`config.mk`:
```
export PLATFORM = sky130hd
export DESIGN_NAME = first_fit_region_allocator_top
export DESIGN_NICKNAME = d
export VERILOG_FILES = /design/src/sv/ffra_pkg.sv /design/src/sv/ffra_word_scan.sv /design/src/sv/first_fit_region_allocator_top.sv
export VERILOG_INCLUDE_DIRS = /design/src /design/src/sv
export SDC_FILE = /design/constraint.sdc
export NUM_CORES = 2
export LEC_CHECK = 0
export ABC_AREA = 1
export CAP_MARGIN = 5
export CORE_MARGIN = 2
export CORE_UTILIZATION = 41
export DETAILED_ROUTE_END_ITERATION = 16
export DONT_BUFFER_PORTS = 1
export GPL_ROUTABILITY_DRIVEN = 0
export PLACE_DENSITY = 0.62
export SETUP_SLACK_MARGIN = 0.2
export SYNTH_ARGS = -nofsm -noshare
export SYNTH_HDL_FRONTEND = slang
export SYNTH_SLANG_ARGS = --single-unit
```
`constraint.sdc`:
```
create_clock -name clk -period 8 [get_ports clk]
set_input_delay 1.6 -clock clk [delete_from_list [all_inputs] [get_ports clk]]
set_output_delay 1.6 -clock clk [all_outputs]
set_load 0.02 [all_outputs]
```
`src/sv/first_fit_region_allocator_top_macros.svh`:
```
// assertion helpers for the region allocator
`ifndef FIRST_FIT_REGION_ALLOCATOR_TOP_MACROS_SVH
`define FIRST_FIT_REGION_ALLOCATOR_TOP_MACROS_SVH

`ifndef SYNTH

// same-cycle implication, sampled on clk, off during rst
`define FFRA_ASSERT_IMP(label, ante, cons, msg) \
  label: assert property (@(posedge clk) disable iff (rst) (ante) |-> (cons)) \
    else $error(msg);

// next-cycle implication, sampled on clk, off during rst
`define FFRA_ASSERT_NEXT(label, ante, cons, msg) \
  label: assert property (@(posedge clk) disable iff (rst) (ante) |=> (cons)) \
    else $error(msg);

`else

`define FFRA_ASSERT_IMP(label, ante, cons, msg)
`define FFRA_ASSERT_NEXT(label, ante, cons, msg)

`endif

`endif

```
`src/sv/ffra_pkg.sv`:
```
`default_nettype none

package ffra_pkg;

  // occupancy map word: one bit per unit, set means used
  localparam int WORD_BITS = 16;
  localparam int WORD_LSB  = 4;

  localparam logic OP_ALLOC = 1'b0;
  localparam logic OP_FREE  = 1'b1;

  typedef enum logic [1:0] {
    STAT_ALLOCATED = 2'd0,
    STAT_WAIT      = 2'd1,
    STAT_TOO_LARGE = 2'd2,
    STAT_FREED     = 2'd3
  } status_t;

  typedef struct packed {
    logic        opcode;
    logic [1:0]  slot;
    logic [10:0] size;
  } req_t;

  typedef struct packed {
    status_t     status;
    logic [9:0]  base;
    logic [9:0]  last_unit;
  } rsp_t;

  typedef enum logic [2:0] {
    S_CLEAR,
    S_IDLE,
    S_SCAN,
    S_FREE_RD,
    S_MARK_RD,
    S_MARK,
    S_RESP
  } state_t;

  typedef struct packed {
    logic                found;
    logic [WORD_LSB-1:0] pos;
  } scan_hit_t;

endpackage

`default_nettype wire

```
`src/sv/ffra_word_scan.sv`:
```
`default_nettype none

module ffra_word_scan #(
  parameter int CW = 11
) (
  input  logic [ffra_pkg::WORD_BITS-1:0] word,
  input  logic [CW-1:0]                  carry_in,
  input  logic [CW-1:0]                  len,
  output ffra_pkg::scan_hit_t            fit,
  output logic [CW-1:0]                  carry_out
);
  import ffra_pkg::*;

  logic [WORD_BITS-1:0][CW-1:0] run;

  // free run ending at each bit: distance to the nearest used bit below,
  // or the run carried in from lower words when the word is free up to here
  always_comb begin : lanes
    logic                seen;
    logic [WORD_LSB-1:0] last_used;
    for (int j = 0; j < WORD_BITS; j++) begin
      seen      = 1'b0;
      last_used = '0;
      for (int k = 0; k <= j; k++) begin
        if (word[k]) begin
          seen      = 1'b1;
          last_used = WORD_LSB'(k);
        end
      end
      if (seen) begin
        run[j] = CW'(WORD_LSB'(j) - last_used);
      end else begin
        run[j] = carry_in + CW'(j + 1);
      end
    end
  end

  // lowest bit at which the run first reaches the requested length
  always_comb begin
    fit.found = 1'b0;
    fit.pos   = '0;
    for (int j = WORD_BITS - 1; j >= 0; j--) begin
      if (run[j] >= len) begin
        fit.found = 1'b1;
        fit.pos   = WORD_LSB'(j);
      end
    end
  end

  assign carry_out = run[WORD_BITS-1];

endmodule

`default_nettype wire

```
`src/sv/first_fit_region_allocator_top.sv`:
```
`default_nettype none
`include "first_fit_region_allocator_top_macros.svh"

// First-fit region allocator. The occupancy map sits in one single-port-read
// RAM of 16-unit words; after reset it is cleared one word a cycle, and the
// block takes no request until the clear is done. Requests are handled one at
// a time. An allocate scans the map from word 0, one word per cycle through
// the RAM read port, then marks the chosen run word by word with a
// read-modify-write. A free reads the slot record and clears the run the same
// way. Rejected requests, allocates into a busy slot and empty frees go
// straight to the response. The result is held in an output register, so a
// stalled response does not hold up the next request until that one has a
// result.
module first_fit_region_allocator_top #(
  parameter int MEM_UNITS = 1024,
  parameter int NUM_SLOTS = 4
) (
  input  logic           clk,
  input  logic           rst,
  input  logic           req_valid,
  output logic           req_stall,
  input  ffra_pkg::req_t req,
  output logic           rsp_valid,
  input  logic           rsp_stall,
  output ffra_pkg::rsp_t rsp
);
  import ffra_pkg::*;

  localparam int WORDS = (MEM_UNITS + WORD_BITS - 1) / WORD_BITS;
  localparam int WAW   = (WORDS > 1) ? $clog2(WORDS) : 1;
  localparam int UW    = WAW + WORD_LSB;
  localparam int CW    = UW + 1;
  localparam int SW    = (NUM_SLOTS > 1) ? $clog2(NUM_SLOTS) : 1;

  state_t         state, state_next;
  logic [WAW-1:0] clr_word, clr_word_next;
  logic [WAW-1:0] scan_word, scan_word_next;
  logic [CW-1:0]  carry, carry_next;
  logic [CW-1:0]  len, len_next;
  logic           fill, fill_next;
  logic [UW-1:0]  lo, lo_next;
  logic [UW-1:0]  hi, hi_next;
  logic [WAW-1:0] mk_word, mk_word_next;
  logic [SW-1:0]  slot_idx, slot_idx_next;
  logic [NUM_SLOTS-1:0] busy;
  rsp_t           res, res_next;
  logic           push;
  logic           busy_set, busy_clr, slot_we;

  // occupancy map
  logic [WORD_BITS-1:0] map_mem [WORDS];
  logic [WAW-1:0]       map_rd_addr, map_wr_addr;
  logic [WORD_BITS-1:0] map_rdata, map_wdata;
  logic                 map_we;

  // slot records, meaningful only while the slot is busy
  logic [UW-1:0] slot_base_mem [NUM_SLOTS];
  logic [UW-1:0] slot_last_mem [NUM_SLOTS];
  logic [SW-1:0] slot_rd_addr;
  logic [UW-1:0] slot_rd_base, slot_rd_last;

  logic                 req_slot_ok, req_size_ok;
  logic [WORD_BITS-1:0] scan_word_bits;
  scan_hit_t            fit;
  logic [CW-1:0]        scan_carry;
  logic [UW-1:0]        hit_unit, scan_start;
  logic [WORD_BITS-1:0] mark_mask;

  always_ff @(posedge clk) begin
    if (map_we) begin
      map_mem[map_wr_addr] <= map_wdata;
    end
    map_rdata <= map_mem[map_rd_addr];
  end

  always_ff @(posedge clk) begin
    if (slot_we) begin
      slot_base_mem[slot_idx] <= lo;
      slot_last_mem[slot_idx] <= hi;
    end
    slot_rd_base <= slot_base_mem[slot_rd_addr];
    slot_rd_last <= slot_last_mem[slot_rd_addr];
  end

  assign req_slot_ok = int'(req.slot) < NUM_SLOTS;
  assign req_size_ok = (req.size != '0) && (int'(req.size) < MEM_UNITS);

  // units past the end of memory in the top word count as used
  always_comb begin
    for (int k = 0; k < WORD_BITS; k++) begin
      scan_word_bits[k] = map_rdata[k] ||
                          (int'({scan_word, WORD_LSB'(k)}) >= MEM_UNITS);
    end
  end

  ffra_word_scan #(
    .CW (CW)
  ) u_scan (
    .word      (scan_word_bits),
    .carry_in  (carry),
    .len       (len),
    .fit       (fit),
    .carry_out (scan_carry)
  );

  assign hit_unit   = {scan_word, fit.pos};
  assign scan_start = UW'({1'b0, hit_unit} + CW'(1) - len);

  always_comb begin
    for (int k = 0; k < WORD_BITS; k++) begin
      mark_mask[k] = ({mk_word, WORD_LSB'(k)} >= lo) && ({mk_word, WORD_LSB'(k)} <= hi);
    end
  end

  always_comb begin
    state_next     = state;
    clr_word_next  = clr_word;
    scan_word_next = scan_word;
    carry_next     = carry;
    len_next       = len;
    fill_next      = fill;
    lo_next        = lo;
    hi_next        = hi;
    mk_word_next   = mk_word;
    slot_idx_next  = slot_idx;
    res_next       = res;
    req_stall      = 1'b1;
    map_rd_addr    = '0;
    map_we         = 1'b0;
    map_wr_addr    = mk_word;
    map_wdata      = '0;
    slot_rd_addr   = slot_idx;
    slot_we        = 1'b0;
    busy_set       = 1'b0;
    busy_clr       = 1'b0;
    push           = 1'b0;

    unique case (state)
      S_CLEAR: begin
        map_we        = 1'b1;
        map_wr_addr   = clr_word;
        map_wdata     = '0;
        clr_word_next = clr_word + 1'b1;
        if (clr_word == WAW'(WORDS - 1)) begin
          state_next = S_IDLE;
        end
      end

      S_IDLE: begin
        req_stall    = 1'b0;
        slot_rd_addr = SW'(req.slot);
        if (req_valid) begin
          slot_idx_next  = SW'(req.slot);
          len_next       = CW'(req.size);
          carry_next     = '0;
          scan_word_next = '0;
          if (req.opcode == OP_FREE) begin
            if (req_slot_ok && busy[SW'(req.slot)]) begin
              state_next = S_FREE_RD;
            end else begin
              res_next   = '{status: STAT_FREED, base: '0, last_unit: '0};
              state_next = S_RESP;
            end
          end else if (!req_slot_ok || !req_size_ok) begin
            res_next   = '{status: STAT_TOO_LARGE, base: '0, last_unit: '0};
            state_next = S_RESP;
          end else if (busy[SW'(req.slot)]) begin
            res_next   = '{status: STAT_WAIT, base: '0, last_unit: '0};
            state_next = S_RESP;
          end else begin
            // word 0 is being read this cycle
            state_next = S_SCAN;
          end
        end
      end

      S_SCAN: begin
        map_rd_addr = scan_word + 1'b1;
        if (fit.found) begin
          lo_next      = scan_start;
          hi_next      = hit_unit;
          fill_next    = 1'b1;
          mk_word_next = scan_start[UW-1:WORD_LSB];
          state_next   = S_MARK_RD;
        end else if (scan_word == WAW'(WORDS - 1)) begin
          res_next   = '{status: STAT_WAIT, base: '0, last_unit: '0};
          state_next = S_RESP;
        end else begin
          scan_word_next = scan_word + 1'b1;
          carry_next     = scan_carry;
        end
      end

      S_FREE_RD: begin
        lo_next      = slot_rd_base;
        hi_next      = slot_rd_last;
        fill_next    = 1'b0;
        mk_word_next = slot_rd_base[UW-1:WORD_LSB];
        state_next   = S_MARK_RD;
      end

      S_MARK_RD: begin
        map_rd_addr = mk_word;
        state_next  = S_MARK;
      end

      S_MARK: begin
        // write back this word while the next one is read
        map_we      = 1'b1;
        map_wr_addr = mk_word;
        map_wdata   = fill ? (map_rdata | mark_mask) : (map_rdata & ~mark_mask);
        map_rd_addr = mk_word + 1'b1;
        if (mk_word == hi[UW-1:WORD_LSB]) begin
          if (fill) begin
            slot_we  = 1'b1;
            busy_set = 1'b1;
            res_next = '{status: STAT_ALLOCATED, base: 10'(lo), last_unit: 10'(hi)};
          end else begin
            busy_clr = 1'b1;
            res_next = '{status: STAT_FREED, base: 10'(lo), last_unit: 10'(hi)};
          end
          state_next = S_RESP;
        end else begin
          mk_word_next = mk_word + 1'b1;
        end
      end

      S_RESP: begin
        if (!rsp_valid || !rsp_stall) begin
          push       = 1'b1;
          state_next = S_IDLE;
        end
      end

      default: begin
        state_next = S_IDLE;
      end
    endcase
  end

  always_ff @(posedge clk) begin
    if (rst) begin
      state    <= S_CLEAR;
      clr_word <= '0;
      busy     <= '0;
    end else begin
      state    <= state_next;
      clr_word <= clr_word_next;
      if (busy_set) begin
        busy[slot_idx] <= 1'b1;
      end
      if (busy_clr) begin
        busy[slot_idx] <= 1'b0;
      end
    end
  end

  always_ff @(posedge clk) begin
    scan_word <= scan_word_next;
    carry     <= carry_next;
    len       <= len_next;
    fill      <= fill_next;
    lo        <= lo_next;
    hi        <= hi_next;
    mk_word   <= mk_word_next;
    slot_idx  <= slot_idx_next;
    res       <= res_next;
  end

  always_ff @(posedge clk) begin
    if (rst) begin
      rsp_valid <= 1'b0;
    end else if (push) begin
      rsp_valid <= 1'b1;
    end else if (!rsp_stall) begin
      rsp_valid <= 1'b0;
    end
  end

  always_ff @(posedge clk) begin
    if (push) begin
      rsp <= res;
    end
  end

  `FFRA_ASSERT_NEXT(a_accept_leaves_idle, req_valid && !req_stall, state != S_IDLE, "request accepted but block stayed idle")
  `FFRA_ASSERT_IMP(a_push_has_room, push, !rsp_valid || !rsp_stall, "response overwritten while stalled")
  `FFRA_ASSERT_IMP(a_mark_in_range, state == S_MARK, mk_word <= hi[UW-1:WORD_LSB], "mark walked past end of run")
  `FFRA_ASSERT_IMP(a_scan_len_legal, state == S_SCAN, len != '0 && int'(len) < MEM_UNITS, "scan with illegal length")
  `FFRA_ASSERT_IMP(a_alloc_slot_free, state == S_MARK && fill, !busy[slot_idx], "allocating into a busy slot")

endmodule

`default_nettype wire
```
# [Word-level counts from Yosys, hierarchy flattened]
# Memory sizes are Yosys's and may differ from the RTL's. A register that Yosys moved wholly into a read port is not among the register bits.
# Index checks and enable logic that the tools add are counted.
[totals] ff_bits=115 ram_bits=1104 in_bits=18 wordCells=300 n_memories=3
[memory_table] name="map_mem" words=64 word_bits=16 read_ports=1 rd_clocked_by_memory_dff=1 write_ports=1 line_no="first_fit_region_allocator_top.sv:51" rtl="logic [WORD_BITS-1:0] map_mem [WORDS];"
[memory_table] name="slot_base_mem" words=4 word_bits=10 read_ports=1 rd_clocked_by_memory_dff=1 write_ports=1 line_no="first_fit_region_allocator_top.sv:57" rtl="logic [UW-1:0] slot_base_mem [NUM_SLOTS];"
[memory_table] name="slot_last_mem" words=4 word_bits=10 read_ports=1 rd_clocked_by_memory_dff=1 write_ports=1 line_no="first_fit_region_allocator_top.sv:58" rtl="logic [UW-1:0] slot_last_mem [NUM_SLOTS];"
[op_classes] add_sub_neg=36 magnitude_cmp=52 eq_ne=22 muxes=129 n_bitwise=6 reduce_logical=34
[op_table] op="two-way mux 11 bit" n=19
[op_table] op="two-way mux 22 bit" n=9
[op_table] op=">= comparator 11 bit" n=16
[op_table] op=">= comparator 10 bit" n=16
[op_table] op="<= comparator 10 bit" n=16
[op_table] op="adder 11 x 4 -> 11 bit (second input constant)" n=8
[op_table] op="two-way mux 5 bit" n=16
[op_table] op="two-way mux 4 bit" n=17
[op_table] op="case mux 22 bit (3 select lines)" n=1
[op_table] op="adder 11 x 3 -> 11 bit (second input constant)" n=4
[op_table] op="case mux 10 bit (2 select lines)" n=2
[op_table] op="subtractor 4 x 4 -> 5 bit (first input constant)" n=8
[op_table] op="two-way mux 1 bit" n=36
[op_table] op="two-way mux 6 bit" n=6
[op_table] op="case mux 6 bit (3 select lines)" n=2
[op_table] op="two-way mux 16 bit" n=2
[op_table] op="two-way mux 3 bit" n=10
[op_table] op="adder 11 x 2 -> 11 bit (second input constant)" n=2
[op_table] op="case mux 11 bit (2 select lines)" n=1
[op_table] op="case mux 3 bit (7 select lines)" n=1
[op_table] op="two-way mux 10 bit" n=2
[op_table] op="subtractor 3 x 4 -> 5 bit (first input constant)" n=4
[op_table] op="adder 6 x 1 -> 6 bit (second input constant)" n=3
[op_table] op="logical AND 1 bit" n=18
[op_table] op="other kinds (41)" n=60

# [Logic depth before layout (Yosys ltp)]
[logic_depth] depth_word=38 mapped_depth=51

# [By module]
# Synthesis repeated with hierarchy kept, for this count alone.
[hier_totals] cells_unflattened=6282 hier_area_um2=63164.3
[by_module_without_submodules] module="first_fit_region_allocator_top" n_inst=1 cells_each=4987 area_each_um2=55266.8 seq_area_each_um2=37185.7
[by_module_without_submodules] module="ffra_word_scan" n_inst=1 cells_each=1295 area_each_um2=7897.6 seq_area_each_um2=0.0

# [Worst setup path before layout]
# OpenSTA, ideal clock, no wires.
[synth_timing] path_type="reg-to-reg" startpoint="register map_rdata[2], read port of map_mem" endpoint="register res[0] (netlist name) (enable)" arrival_ns=5.721 path_slack_ns=1.822 stages_incl_launch_ff=30 path_buffers=0 path_cell_list="dfxtp_1 > inv_1 > nand2_1 > a21oi_1 > o21ai_0 > inv_1 > o21ai_0 > nand2_1 > nand2_1 > nand2_1 > nand2_1 > ha_1 > inv_1 > a21oi_1 > inv_1 > o21ai_0 > inv_1 > ha_1 > a21oi_1 > o21ai_0 > nand2_1 > nand3_1 > a21oi_1 > and2_1 > nand3_1 > nor3_1 > nand2_1 > nand2_1 > o21ai_0 > nor4_1"
[synth_via] elab_chain_cells=35
[synth_lines] item="start: declaration" line_no="first_fit_region_allocator_top.sv:53" rtl="logic [WORD_BITS-1:0] map_rdata, map_wdata;"
[synth_lines] item="two-way mux 4 bit (14 in series)" line_no="ffra_word_scan.sv:25" rtl="if (word[k]) begin"
[synth_lines] item="subtractor 4 x 4 -> 5 bit" line_no="ffra_word_scan.sv:31" rtl="run[j] = CW'(WORD_LSB'(j) - last_used);"
[synth_lines] item="two-way mux 11 bit" line_no="ffra_word_scan.sv:30" rtl="if (seen) begin"
[synth_lines] item=">= comparator 11 bit" line_no="ffra_word_scan.sv:43" rtl="if (run[j] >= len) begin"
[synth_lines] item="two-way mux 5 bit (13 in series)" line_no="ffra_word_scan.sv:43"
[synth_lines] item="two-way mux 5 bit (*) (3 in series)" line_no="ffra_word_scan.sv:43"
[synth_lines] item="!= test 2 bit (no source line) (*)"
[synth_lines] item="AND reduction 7 bit (no source line) (*)"
[synth_lines] item="end signal: assignment" line_no="first_fit_region_allocator_top.sv:267" rtl="res <= res_next;"
[synth_lines] item="end: declaration" line_no="first_fit_region_allocator_top.sv:46" rtl="rsp_t res, res_next;"
# Every way passes the cells marked *; elsewhere a longest branch is shown, timed or not.
# A chain may end at the register's enable or synchronous reset.

# [Worst setup path after layout]
[layout_timing] startpoint="register map_rdata[2], read port of map_mem" endpoint="register lo[9] (data pin)"
[layout_via] elab_chain_cells=37
[layout_lines] item="two-way mux 4 bit (14 in series)" line_no="ffra_word_scan.sv:25"
[layout_lines] item="subtractor 4 x 4 -> 5 bit" line_no="ffra_word_scan.sv:31"
[layout_lines] item="two-way mux 11 bit" line_no="ffra_word_scan.sv:30"
[layout_lines] item=">= comparator 11 bit" line_no="ffra_word_scan.sv:43"
[layout_lines] item="two-way mux 5 bit (13 in series)" line_no="ffra_word_scan.sv:43"
[layout_lines] item="two-way mux 5 bit (*) (3 in series)" line_no="ffra_word_scan.sv:43"
[layout_lines] item="adder 10 x 1 -> 10 bit (*)" line_no="first_fit_region_allocator_top.sv:107" rtl="assign scan_start = UW'({1'b0, hit_unit} + CW'(1) - len);"
[layout_lines] item="subtractor 10 bit (*)" line_no="first_fit_region_allocator_top.sv:107"
[layout_lines] item="two-way mux 10 bit (*)" line_no="first_fit_region_allocator_top.sv:179" rtl="if (fit.found) begin"
[layout_lines] item="case mux 10 bit (2 select lines) (*)" line_no="first_fit_region_allocator_top.sv:138" rtl="unique case (state)"
[layout_lines] item="via lo_next[9]" line_no="first_fit_region_allocator_top.sv:41" rtl="logic [UW-1:0] lo, lo_next;"
[layout_lines] item="end signal: assignment" line_no="first_fit_region_allocator_top.sv:263" rtl="lo <= lo_next;"
[layout_lines] item="end: declaration" line_no="first_fit_region_allocator_top.sv:41"
# Mark *: on every way through the listed nets, which the timed path passes. The rest lies on a longest branch. The select of a mux whose other input is x is not followed.

==> impl_summary.txt <==
----------------------------------------------------
[Run status]
  Status ... finished, final reports clean

[Power]
  Static Leakage ... 22.6 nW
  Worst supply voltage drop on vdd ... ~0.22 mV
  Areal power density over the cells ... about 300 mW/mm^2

[Timing]
  Max Clock Freq ... approximately 140 MHz
  Worst Clk Skew ... 0.0322 ns
  Slew @ Worst Pin ... 1.28 ns
  Tmin final ... 6.92 ns
  Final cycle utilization of the critical path ... 0.865
  Final setup violating endpoints ... 0
  Worst path setup slack after routing ... ~1.1 ns
  Worst relative slew slack ... 0.143
  Pins over their slew limit ... 0
  Setup repair after global routing missed its margin ... no
  Post-route setup TNS ... 0 ns
  Number of endpoints with negative hold slack in the final report ... 0

[Critical path]
  Reg-to-reg critical path startpoint ... map_rdata[2]$_DFF_P_
  Cell with the biggest individual delay on the critical path ... sky130_fd_sc_hd__fa_1
  Slack of the worst reg-to-reg path ... 1.08 ns
  Worst reg-to-reg path cell count ... 50
  CP top delay family ... compound AO/OA/AOI/OAI gates
  CP startpoint ... map_rdata[2]$_DFF_P_
  Arr. time, crit path ... 7.43 ns
  Sort of element at the start of the critical path ... flip-flop
  Setup crit end kind ... flip-flop
  Worst Path Required ... 8.51 ns
  Largest incremental delay on the critical path ... 0.38 ns
  Crit Path Category ... flip-flop to flip-flop
  Crit path buf inv count ... 8
  Crit Path Max Fanout ... 5
  Crit path top cell by count ... sky130_fd_sc_hd__nand2_1
  Total number of cells along the worst setup path ... 50

[Synth]
  Async set or reset register ratio after synthesis ... 0
  Total of flip-flops plus latches after synthesis ... 1,255
  Avg Cell Area, Syn ... 11.4 sq um
  Number of unique standard cell types used by synthesis ... 61
  Multiplexer share of the synthesized area ... 0.000171
  Net count after synthesis ... 5,371
  Simple-gate share of the synthesized area ... 0.129
  Xor and xnor area share after synthesis ... 0.00870
  Syn Std Cell Area ... 0.0584 sq mm
  Share of the yosys chip area belonging to registers ... 0.637
  Combinational family with the most area after synthesis ... compound AO/OA/AOI/OAI gates
  Post-synth top area share ... 0.619
  Prevailing post-synth register cell ... sky130_fd_sc_hd__edfxtp_1
  Total of warnings raised by yosys ... 0
  Number of enable-type register cells in the synthesized netlist ... 1,205
  Fraction of the mapped netlist area in compound gates ... 0.136
  Main area contributors after synthesis ... sky130_fd_sc_hd__edfxtp_1 (62%), sky130_fd_sc_hd__ha_1 (5.1%), sky130_fd_sc_hd__nor2_1 (4.6%)
  Largest area contributor in the netlist ... sky130_fd_sc_hd__edfxtp_1
  Adder-cell area share of the yosys netlist ... 0.0511
  Cell count after synthesis ... about 5,100

[CTS]
  Clock insertion delay at the later pin of the skew report ... 0.79 ns
  Number of levels the H-tree was split into ... 4
  Buffers inserted during post-CTS setup optimization ... 0
  Clock slew seen by the registers of the worst setup and hold paths ... 0.06 ns
  Root Buffer ... sky130_fd_sc_hd__clkbuf_16
  Number of CTS-inserted buffers ... ~130
  Post_cts resized ... 0
  Clock tree sinks ... 1,255
  CTS tree ... built
  Max Buffers Root-to-Sink ... 3
  Hold buffers post-CTS ... 0

[Global routing]
  Initial antenna violation count ... 1
  Largest net degree at the start of global routing ... 167
  Wire length of the first global-routing pass ... roughly 250 mm
  Total routing resource utilization after global routing ... 0.228
  Residual overflow from global routing ... 0
  Via count of the first global-routing pass ... approximately 39,000

[Cells and area]
  Core occupancy in the finished layout ... 0.461
  Most common cell after layout, fill and taps aside ... sky130_fd_sc_hd__edfxtp_1
  Area growth from synthesis to layout ... 11.6%
  Fraction of final layout cells sized beyond drive strength 1 ... 0.101
  Final Net Count ... 5,401
  Most used cells in the layout excluding fill and tap cells ... sky130_fd_sc_hd__edfxtp_1 (1,205), sky130_fd_sc_hd__nor2_1 (712), sky130_fd_sc_hd__nand2_1 (553), sky130_fd_sc_hd__o21ai_0 (436), sky130_fd_sc_hd__inv_1 (256)
  Finished Layout Cells ... between 7,000 and 8,000

[Hold path]
  Worst Hold Class ... flip-flop to flip-flop
  Start point of the worst min-delay path ... res[4]$_DFFE_PP_
  Instance count along the most critical hold path ... 0

[Drt]
  Total wirelength of the detailed-routed design ... around 170 mm
  DRC violations left ... 0
  Per-cell routed wire length ... around 24 um
  Vias post-DR ... between 40,000 and 50,000
  Detail Route Antenna Nets ... 0
  Detail Route met2 WL ... ~77 mm
  Total iterations of the first detailed-routing run ... 8
  DR iter-0 viols ... about 4,900
  Routed length on met1 ... between 70 and 80 mm
  Via-per-instance ratio ... 5.82
  Met3 routed WL ... 13.9 mm
  Top routing layer used ... met4

[Floorplan]
  Die footprint ... 0.145 sq mm
  Die Span Y ... 381 um
  Overall die width ... 381 um
  Row count ... 138
  Initial core utilization ... 0.413
  Count of pins on the block boundary ... 42
  Core Footprint ... ~0.14 sq mm

[Flow run]
  Max cap viols ... 0

[Placed design]
  Worst setup slack after placement ... 1.19 ns
  Hpwl dp ... 103 mm
  Placed Cells incl. Taps ... 6,902
  Input/output buffers ... 0

----------------------------------------------------
## worst paths after layout
kind                      endpoint
setup / recovery   lo[9]$_DFFE_PP_
hold / removal    rsp[4]$_DFFE_PP_
setup reg to reg   lo[9]$_DFFE_PP_
hold reg to reg   rsp[4]$_DFFE_PP_
## synthesized netlist by cell type (54+ instances only)
master and n:
sky130_fd_sc_hd__clkbuf_1 160, sky130_fd_sc_hd__o221ai_1 82, sky130_fd_sc_hd__o21ai_0 436, sky130_fd_sc_hd__nor2_1 718, sky130_fd_sc_hd__nand3_1 244, sky130_fd_sc_hd__nand2_1 555, sky130_fd_sc_hd__inv_1 256, sky130_fd_sc_hd__ha_1 237
sky130_fd_sc_hd__or2_2 120, sky130_fd_sc_hd__o211ai_1 128, sky130_fd_sc_hd__a21oi_1 221, sky130_fd_sc_hd__o21bai_1 84, sky130_fd_sc_hd__edfxtp_1 1205, sky130_fd_sc_hd__o21ai_1 55, sky130_fd_sc_hd__buf_2 59, sky130_fd_sc_hd__o311ai_1 54
## logic make-up after synthesis
| logic type | after synthesis |
|---|---|
| muxes | 1 |
| and+or+nand+nor | 1767 |
| adders and majority gates | 238 |
| buffers and inverters | 540 |
| AOI/OAI and AO/OA | 1256 |
| xor gates and xnor gates | 58 |
| DFF | 1255 |
## per-stage QoR
stage	hold slack [ns]	power (mW)	cell area [sq um]
after floorplan	0.400	11.9	58400
after global placement	0.404	13.9	61100
after detailed placement	0.405	14.0	61100
after CTS	0.416	19.8	65200
after global routing	0.421	20.7	65200
final	0.415	19.9	65200
## layout make-up
class / count / area (sq um)
Clock inverter: 66 / 619
Inverter: 273 / 1030
Clock buffer: 165 / 3440
Tap cell: 1890 / 2360
Timing Repair Buffer: 164 / 1280
Multi-Input combinational cell: 3320 / 19300
Antenna cell: 4 / 10.0
Sequential cell: 1255 / 37200
Fill cell: 12563 / 76200
## registers in the layout (all words and copies together) (netlist names)
register and count:
busy 4, carry 11, clr_word 6, fill 1
hi 10, len 11, lo 10, map_mem 1024
map_rdata 16, mk_word 6, res 22, rsp 22
rsp_valid 1, scan_word 6, slot_base_mem 40, slot_idx 2
slot_last_mem 40, slot_rd_base 10, slot_rd_last 10, state 3
## routing by layer
layer / vias up / track usage
met3: 401 / 0.0384
met5: - / 0
li1: 18876 / -
met1: 20273 / 0.317
met4: 0 / 0.0999
met2: 1960 / 0.350
## power breakdown
part	switching [mW]	internal (mW)	leakage, nW
logic	4.03	1.75	9.39
registers	0.269	7.96	11.3
clock network	2.59	3.27	1.98
Power figures use the tool's default switching activity.
